`config.mk`:
```
export PLATFORM = sky130hd
export DESIGN_NAME = nec_ir_pulse_decoder
export DESIGN_NICKNAME = d
export VERILOG_FILES = /design/src/rtl/nirpd_pkg.sv /design/src/rtl/nec_ir_pulse_decoder.sv /design/src/rtl/nirpd_classify.sv
export SDC_FILE = /design/constraint.sdc
export NUM_CORES = 1
export LEC_CHECK = 0
export ABC_CLOCK_PERIOD_IN_PS = 4900
export BUFFER_PORTS_ARGS = -buffer_cell sky130_fd_sc_hd__buf_2
export CAP_MARGIN = 20
export CORE_ASPECT_RATIO = 2
export CORE_MARGIN = 2
export CORE_UTILIZATION = 59
export CTS_BUF_LIST = sky130_fd_sc_hd__clkbuf_4
export CTS_CLUSTER_DIAMETER = 60
export DETAILED_ROUTE_END_ITERATION = 16
export HOLD_SLACK_MARGIN = 0.08
export PLACE_DENSITY = 0.8
export SLEW_MARGIN = 20
export SYNTH_ARGS = -nofsm -noshare
export SYNTH_HDL_FRONTEND = slang
export SYNTH_SLANG_ARGS = --single-unit
```
`constraint.sdc`:
```
create_clock -name clock -period 4.9 [get_ports clock]
set_input_delay 0.735 -clock clock [delete_from_list [all_inputs] [get_ports clock]]
set_output_delay 0.735 -clock clock [all_outputs]
set_load 0.1 [all_outputs]
```
`src/rtl/nirpd_pkg.sv`:
```
// ---------------------------------------------------------------------------
// NEC IR pulse decoder package
// Transaction types, decoder states, status codes and timing windows.
// ---------------------------------------------------------------------------
package nirpd_pkg;

   typedef struct packed {
      logic        phase_is_space;
      logic [15:0] duration_ticks;
   } req_type;

   typedef struct packed {
      logic [1:0] status;
      logic [7:0] address_byte;
      logic [7:0] address_inverse;
      logic [7:0] command_byte;
      logic [7:0] command_inverse;
   } rsp_type;

   typedef enum logic [2:0] {
      PH_IDLE,
      PH_LEAD_SPACE,
      PH_REP_MARK,
      PH_BIT_MARK,
      PH_BIT_SPACE
   } phase_type;

   // window hits for the current phase duration
   typedef struct packed {
      logic lead_mark;
      logic lead_space;
      logic rep_space;
      logic short_win;
      logic long_win;
   } window_type;

   localparam logic [1:0] ST_FRAME   = 2'd0;
   localparam logic [1:0] ST_REPEAT  = 2'd1;
   localparam logic [1:0] ST_BAD_BIT = 2'd2;

   localparam logic [5:0] FRAME_BITS = 6'd32;

   // exclusive bounds, in timer ticks
   localparam logic [15:0] LEAD_MARK_LO  = 16'd2700;
   localparam logic [15:0] LEAD_MARK_HI  = 16'd2850;
   localparam logic [15:0] LEAD_SPACE_LO = 16'd1350;
   localparam logic [15:0] LEAD_SPACE_HI = 16'd1450;
   localparam logic [15:0] REP_SPACE_LO  = 16'd625;
   localparam logic [15:0] REP_SPACE_HI  = 16'd775;
   localparam logic [15:0] SHORT_LO      = 16'd160;
   localparam logic [15:0] SHORT_HI      = 16'd190;
   localparam logic [15:0] LONG_LO       = 16'd490;
   localparam logic [15:0] LONG_HI       = 16'd560;

   localparam logic [31:0] REPEAT_WORD = 32'hFFFF_FFFF;

endpackage

```
`src/rtl/nec_ir_pulse_decoder.sv`:
```
// ---------------------------------------------------------------------------
// NEC IR pulse decoder
// Turns measured mark/space phases into NEC frames, repeats and bit errors.
// ---------------------------------------------------------------------------
// Takes one phase transaction per clock cycle while not stalled. Each phase
// lands in an input register and is decoded from there by a single-pass
// state machine that writes the result register, once no blocked result
// holds it back. The input stalls only while a result is held in the
// output register and the receiver stalls; an empty input register still
// takes one more phase during that time. Phases that finish nothing (leader,
// mark halves of bits, ignored idle phases) produce no result transaction.
module nec_ir_pulse_decoder (
   input  logic               clock,
   input  logic               reset,
   input  logic               req_valid,
   output logic               req_stall,
   input  nirpd_pkg::req_type req_data,
   output logic               rsp_valid,
   input  logic               rsp_stall,
   output nirpd_pkg::rsp_type rsp_data
);
   import nirpd_pkg::*;

   logic       in_valid_ff;
   req_type    in_data_ff;
   phase_type  phase_ff, phase_in;
   logic [5:0] count_ff, count_in;
   logic [31:0] shift_ff, shift_in;
   logic       rsp_valid_ff;
   rsp_type    rsp_data_ff;

   window_type windows;
   logic       proc;
   logic       space;
   logic       emit;
   logic [1:0] emit_status;
   logic [31:0] emit_word;
   logic [5:0] count_next;
   logic [31:0] shift_next;

   nirpd_classify u_classify (
      .duration_ticks (in_data_ff.duration_ticks),
      .windows        (windows)
   );

   assign proc      = in_valid_ff && !(rsp_valid_ff && rsp_stall);
   assign req_stall = in_valid_ff && rsp_valid_ff && rsp_stall;
   assign space     = in_data_ff.phase_is_space;

   assign count_next = count_ff + 6'd1;
   assign shift_next = {shift_ff[30:0], windows.long_win};

   // next state
   always_comb begin
      phase_in = PH_IDLE;
      count_in = '0;
      shift_in = '0;
      case (phase_ff)
         PH_LEAD_SPACE: begin
            if (space && windows.lead_space) begin
               phase_in = PH_BIT_MARK;
            end else if (space && windows.rep_space) begin
               phase_in = PH_REP_MARK;
            end
         end
         PH_REP_MARK: begin
            phase_in = PH_IDLE;
         end
         PH_BIT_MARK: begin
            if (!space && windows.short_win) begin
               phase_in = PH_BIT_SPACE;
               count_in = count_ff;
               shift_in = shift_ff;
            end
         end
         PH_BIT_SPACE: begin
            if (space && (windows.short_win || windows.long_win) &&
                (count_next < FRAME_BITS)) begin
               phase_in = PH_BIT_MARK;
               count_in = count_next;
               shift_in = shift_next;
            end
         end
         default: begin
            if (!space && windows.lead_mark) begin
               phase_in = PH_LEAD_SPACE;
            end
         end
      endcase
   end

   // result decision
   always_comb begin
      emit        = 1'b0;
      emit_status = ST_FRAME;
      emit_word   = '0;
      case (phase_ff)
         PH_REP_MARK: begin
            if (!space && windows.short_win) begin
               emit        = 1'b1;
               emit_status = ST_REPEAT;
               emit_word   = REPEAT_WORD;
            end
         end
         PH_BIT_MARK: begin
            if (space || !windows.short_win) begin
               emit        = 1'b1;
               emit_status = ST_BAD_BIT;
            end
         end
         PH_BIT_SPACE: begin
            if (!(space && (windows.short_win || windows.long_win))) begin
               emit        = 1'b1;
               emit_status = ST_BAD_BIT;
            end else if (count_next >= FRAME_BITS) begin
               emit        = 1'b1;
               emit_status = ST_FRAME;
               emit_word   = shift_next;
            end
         end
         default: begin
            emit = 1'b0;
         end
      endcase
   end

   // input register: take a new phase whenever not stalled
   always_ff @(posedge clock) begin
      if (reset) begin
         in_valid_ff <= 1'b0;
      end else if (!req_stall) begin
         in_valid_ff <= req_valid;
      end
   end

   always_ff @(posedge clock) begin
      if (!req_stall) begin
         in_data_ff <= req_data;
      end
   end

   always_ff @(posedge clock) begin
      if (reset) begin
         phase_ff <= PH_IDLE;
         count_ff <= '0;
         shift_ff <= '0;
      end else if (proc) begin
         phase_ff <= phase_in;
         count_ff <= count_in;
         shift_ff <= shift_in;
      end
   end

   always_ff @(posedge clock) begin
      if (reset) begin
         rsp_valid_ff <= 1'b0;
      end else if (proc && emit) begin
         rsp_valid_ff <= 1'b1;
      end else if (!rsp_stall) begin
         rsp_valid_ff <= 1'b0;
      end
   end

   always_ff @(posedge clock) begin
      if (proc && emit) begin
         rsp_data_ff.status          <= emit_status;
         rsp_data_ff.address_byte    <= emit_word[31:24];
         rsp_data_ff.address_inverse <= emit_word[23:16];
         rsp_data_ff.command_byte    <= emit_word[15:8];
         rsp_data_ff.command_inverse <= emit_word[7:0];
      end
   end

   assign rsp_valid = rsp_valid_ff;
   assign rsp_data  = rsp_data_ff;

endmodule

```
`src/rtl/nirpd_classify.sv`:
```
// ---------------------------------------------------------------------------
// NEC IR phase duration classifier
// Compares one phase duration against every NEC timing window.
// ---------------------------------------------------------------------------
module nirpd_classify (
   input  logic [15:0]          duration_ticks,
   output nirpd_pkg::window_type windows
);
   import nirpd_pkg::*;

   always_comb begin
      windows.lead_mark  = (duration_ticks > LEAD_MARK_LO)  && (duration_ticks < LEAD_MARK_HI);
      windows.lead_space = (duration_ticks > LEAD_SPACE_LO) && (duration_ticks < LEAD_SPACE_HI);
      windows.rep_space  = (duration_ticks > REP_SPACE_LO)  && (duration_ticks < REP_SPACE_HI);
      windows.short_win  = (duration_ticks > SHORT_LO)      && (duration_ticks < SHORT_HI);
      windows.long_win   = (duration_ticks > LONG_LO)       && (duration_ticks < LONG_HI);
   end

endmodule

```
# --- Yosys cells after proc, flatten, opt, wreduce, memory -nomap -nowiden ---
# Index checks and enable logic that the tools add are counted.
word_totals:
  reg_bits: 93
  latchBits: 0
  ram_bits: 0
  rom_bits: 0
  inputBits: 21
  out_inout_bits: 36
  elab_cells: 80
  memories: 0
op_classes:
  addsub: 1
  multipliers: 0
  div_mod_pow: 0
  order_cmp: 12
  eq_ne: 6
  shift: 0
  muxes: 27
  n_bitwise: 0
  reduce_logical: 22
op_table:
  columns: ["operator", "n"]
  rows:
  - ["32-bit two-way mux", 3]
  - ["32-bit one-hot mux with 2 select lines", 1]
  - ["31-bit two-way mux", 2]
  - ["31-bit one-hot mux with 2 select lines", 1]
  - ["16-bit by 10-bit < comparator with 1-bit output, second input constant", 2]
  - ["16-bit by 10-bit greater-than comparator with 1-bit output, second input constant", 1]
  - ["16-bit by 11-bit greater-than comparator with 1-bit output, second input constant", 1]
  - ["16-bit by 12-bit greater-than comparator with 1-bit output, second input constant", 1]
  - ["16-bit by 8-bit greater-than comparator with 1-bit output, second input constant", 1]
  - ["16-bit by 9-bit greater-than comparator with 1-bit output, second input constant", 1]
  - ["1-bit logical AND", 16]
  - ["16-bit by 11-bit < comparator with 1-bit output, second input constant", 1]
  - ["16-bit by 12-bit < comparator with 1-bit output, second input constant", 1]
  - ["16-bit by 8-bit < comparator with 1-bit output, second input constant", 1]
  - ["6-bit two-way mux", 2]
  - ["3-bit one-hot mux with 4 select lines", 1]
  - ["6-bit one-hot mux with 2 select lines", 1]
  - ["2-bit two-way mux", 5]
  - ["1-bit two-way mux", 8]
  - ["6-bit by 1-bit adder with 6-bit output, second input constant", 1]
  - ["3-bit by 2-bit == test with 1-bit output, second input constant", 2]
  - ["6-bit greater-or-equal comparator, second input constant", 1]
  - ["6-bit < comparator, second input constant", 1]
  - ["2-bit one-hot mux with 3 select lines", 1]
  - ["9 further kinds", 12]

# --- Longest topological paths before layout ---
logic_depth:
  word_depth: 8
  depth_mapped: 8
  ltp_nobuf: 5

# --- Modules after synthesis ---
# From an unflattened synthesis, not the netlist that was laid out.
unflattened:
  cells_unflattened: 275
  area_unflattened_um2: 3788.6
by_module_without_submodules:
  columns: ["module", "instances", "cells_each", "area_per_inst_um2", "seq_area_each_um2"]
  rows:
  - ["nec_ir_pulse_decoder", 1, 231, 3465.8, 2372.3]
  - ["nirpd_classify", 1, 44, 322.8, 0.0]

# --- Worst setup path after synthesis ---
# Ideal clock, no wire load.
synth_timing:
  kind: "reg2reg"
  start: "register in_data_ff[4] (netlist name)"
  end: "register rsp_data_ff, in the netlist rsp_data[0], enable pin"
  setup_ps: 436
  arrival_ps: 3164
  required_time_ps: 4464
  slack_ps: 1300
  stages_incl_launch_ff: 7
  synth_period_minus_slack_ps: 3600
  path_cell_list: "edfxtp_1 > buf_6 > or2_4 > or4_4 > o211ai_1 > a211oi_1 > a21oi_1"
synth_via:
  elab_chain_len: 7
  word_cells_on_any_way: 16
  classes_between: "order compare (4); mux (4); reduce/logical (8)"
synth_rtl:
  columns: ["item", "line_no", "rtl"]
  rows:
  - ["from (decl)", "nec_ir_pulse_decoder.sv:25", "req_type in_data_ff;"]
  - ["from (signal assigned)", "nec_ir_pulse_decoder.sv:138", "in_data_ff <= req_data;"]
  - ["16-bit by 8-bit greater-than comparator with 1-bit output, or another cell as far along", "nirpd_classify.sv:15", "windows.short_win = (duration_ticks > SHORT_LO) && (duration_ticks < SHORT_HI);"]
  - ["1-bit logical AND (on tied branches)", "nirpd_classify.sv:15, nirpd_classify.sv:16", null]
  - ["1-bit logical OR or 1-bit logical NOT (tied branches)", "nec_ir_pulse_decoder.sv:112, nec_ir_pulse_decoder.sv:106", null]
  - ["1-bit logical AND or 1-bit logical OR (tied branches)", "nec_ir_pulse_decoder.sv:112, nec_ir_pulse_decoder.sv:106", null]
  - ["1-bit two-way mux (on tied branches)", "nec_ir_pulse_decoder.sv:112, nec_ir_pulse_decoder.sv:106", null]
  - ["1-bit one-hot mux with 3 select lines (*)", "nec_ir_pulse_decoder.sv:97", "case (phase_ff)"]
  - ["1-bit logical AND (*)", "nec_ir_pulse_decoder.sv:165", "if (proc && emit) begin"]
  - ["to (decl)", "nec_ir_pulse_decoder.sv:30", "rsp_type rsp_data_ff;"]
# Every way passes the cells marked *; elsewhere a longest branch is shown, timed or not.
# A chain may end at the register's enable or synchronous reset.

# --- Final worst setup path ---
layout_timing:
  start: "register in_valid_ff"
  end: "output port req_stall"
layout_via:
  elab_chain_len: 2
layout_rtl:
  columns: ["item", "line_no", "rtl"]
  rows:
  - ["from (decl)", "nec_ir_pulse_decoder.sv:24", "logic in_valid_ff;"]
  - ["from (signal assigned)", "nec_ir_pulse_decoder.sv:132", "in_valid_ff <= req_valid;"]
  - ["1-bit logical AND (2 in a row)", "nec_ir_pulse_decoder.sv:47", "assign req_stall = in_valid_ff && rsp_valid_ff && rsp_stall;"]
  - ["to (decl)", "nec_ir_pulse_decoder.sv:16", "output logic req_stall,"]
# Every way passes these cells.

==> flow_summary.yaml <==
cts:
  clk-insertion-delay-late_ns: 0.45
  clock_tree_sinks: 93
  clk_transition_reported_paths_ns: 0.14
  cts_tree: "built"
  root_buffer: "clkbuf_4"
  cts_inserted_buffers: 9
  htree_levels: 3
  cts.path.max_buffers: 2
  ctsHoldBuffers: 0
  ctsResizeCount: 0
  cts_setup_buffers: 0
power_and_ir_drop:
  fin_total_pwr_mw: 1.32
  ir_drop_v: 0.000183
  pd_cells_nw_per_um2: 300
  p_leak_nw: 1.80
worst_setup_path:
  timing.critical_path.cells: "nand3_1, inv_1, buf_2"
  critical_path.slowest_cell: "nand3_1"
  critPathKind: "reg -> out"
  critPathMaxFanout: 18
  worstSetupStartpointType: "flop"
  arrival_ns: 2.27
  cp-end-kind: "output pin"
  worst-endpoint-required_ns: 4.16
  worst-r2r-setup-slack_ns: 2.04
  cp_slowest_stage_delay_ns: 0.65
timing:
  final_max_slew_viol_count: 0
  period_needed_ns: 3.00
  fmax_mhz: 333
  skew_ns: 0.0131
  setup_repair_after_global_routing_missed_its_margin: "no"
  setup_violations: 0
  slew-limit-headroom: 0.438
  final_min_period_over_clock_period: 0.613
  slew_at_the_pin_closest_to_its_max_slew_limit_ns: 0.841
  setup_total_negative_slack_ns: 0
  timing.final.hold_violations: 0
synth:
  yosysTopAreaCellShare: 0.383
  synth.lib_cells_used.distinct: 60
  synth_area_per_cell_um2: 12.6
  ffs_latches_synth: 93
  yosys.cell_count.top_type: "edfxtp_1"
  post_synth_most_frequent_cells: "51 x edfxtp_1, 42 x dfxtp_1, 31 x a21o_1"
  ys.warnings.count: 0
  syn-cell-area_um2: 3990
  edff_count_synth: 51
  synth_area_leader_cell: "edfxtp_1"
  synth_sequential_area_ratio: 0.594
  proportion_of_synthesized_flip_flops_having_asynchronous_set_or_reset: 0
  biggest_area_contributors_in_the_synthesized_netlist: "edfxtp_1 38%, dfxtp_1 21%, a22o_1 6.6%, a21o_1 5.8%, buf_6 2.3%"
  synth.net_count: 338
  syn-instance-count: 316
  postSynth.topFlopCell: "edfxtp_1"
hold_path:
  hold_path_class: "in -> reg"
routing:
  viasPerCell: 6.12
  detail_route.wirelength_mm: 8.06
  drt-pass1-iter-count: 4
  ant_nets: 0
  drt_iter0_drc: 253
  route.detailed.wl_per_inst_um: 17.6
  post-route-drc-count: 0
  route.vias.total: 2796
die:
  design.portCount: 57
  start_util: 0.608
  core.rowCount: 42
  vertical_extent_of_the_die_um: 120
  die-width_um: 62.2
  floorplan.die_area_um2: 7480
  coreArea_um2: 6570
final_layout:
  finish.cell_count_without_fillers: 457
  num-fill-cells: 502
  num-nets-final: 385
  synthToLayoutAreaGrowth_pct: 10.1
  post_route_cells_drive_above_1_share: 0.245
grt:
  grt_first_pass_wirelength_mm: 13.1
  grt_util_all_layers: 0.228
  antenna_found_initial: 1
  grt_remaining_overflow: 0
  grt_pass1_vias: 2726
  maximum_number_of_pins_on_one_net_before_global_route_repair: 35
placement:
  gpl.final_weighted_congestion: 0.974
  hpwlAfterDp_mm: 5.71
  dpl.cell_count: 439
  i_o_buffers: 56
outcome:
  status: "finished clean"
job:
  maxCapViolCount: 0
-- worst max-delay path: cells and delay by family, from the launching register on --
| kind | cells | cell delay, ns |
|---|---|---|
| buf+inv | 2 | 0.69 |
| simple gates | 1 | 0.65 |
| flops | 1 | 0.48 |
-- sequential cells by signal, indices dropped and copies added (netlist names) --
| name | flops |
|---|---|
| shift_ff | 31 |
| in_data_ff | 16 |
| phase_ff | 3 |
| space | 1 |
| rsp_data | 34 |
| count_ff | 6 |
| in_valid_ff | 1 |
| rsp_valid | 1 |
-- logic make-up after synthesis --
kind of cell	count (synthesis)	share of synthesized area
AOI/OAI and AO/OA	114	0.228
DFF	93	0.594
and+or+nand+nor	76	0.126
buffers and inverters	32	0.0495
adders and majority gates	1	0.00313
-- placed cells by master, fill, tap and decap left out, types with 4 or more instances in the layout --
cell and instances:
clkbuf_4 10, edfxtp_1 51, a21o_1 31, o21a_1 4, o21ai_0 7, nor3_1 6
nand3_1 10, o211ai_1 4, a21oi_1 4, nor2b_1 4, inv_1 9, buf_2 56
a22o_1 30, nor2_1 7, nand2_1 10, dfxtp_1 42, o2111ai_1 6, and2_1 4
-- metrics by stage --
stage / worst slack [ns] / utilization / hold slack [ns] / area [µm²]
floorplan: 1.30 / - / 0.450 / 3990
global placement: 1.91 / 0.647 / 0.465 / 4250
global route: 1.73 / 0.669 / 0.414 / 4400
CTS: 1.82 / 0.665 / 0.413 / 4370
detailed placement: 1.86 / 0.647 / 0.473 / 4250
finish: 1.90 / 0.669 / 0.446 / 4400
-- final timing paths --
check	startpoint	to	cells after the start
worst max-delay path	in_valid_ff	req_stall	3
worst min-delay path	req_data[7]	in_data_ff[7]	1
worst max register to register	in_data_ff[14]	rsp_data[10]	6
worst min register to register	shift_ff[30]	shift_ff[30]	1
-- cell type report --
| type | count | area [µm²] | area share |
|---|---|---|---|
| Inverter | 10 | 37.5 | 0.00854 |
| Clock inverter | 6 | 38.8 | 0.00882 |
| Sequential cell | 93 | 2370 | 0.540 |
| Antenna cell | 1 | 2.50 | 0.000569 |
| Tap cell | 88 | 110 | 0.0250 |
| Multi-Input combinational cell | 191 | 1450 | 0.329 |
| Clock buffer | 10 | 75.1 | 0.0171 |
| Timing Repair Buffer | 58 | 315 | 0.0717 |
-- power by group --
part / internal (mW) / switching (mW) / leakage [nW] / total [mW]
sequential: 0.835 / 0.0149 / 0.777 / 0.849
clock: 0.110 / 0.248 / 0.0658 / 0.358
combinational: 0.0233 / 0.0881 / 0.956 / 0.111
total: 0.967 / 0.351 / 1.80 / 1.32
-- routing by layer --
metal  vias up  GRT usage  part of all wire
met5         -          0                 0
met4         0      0.158             0.045
met3        26     0.0484             0.043
met2       100      0.406              0.55
met1      1331      0.237              0.36
li1       1339          -                 -
Power figures use the tool's default switching activity.
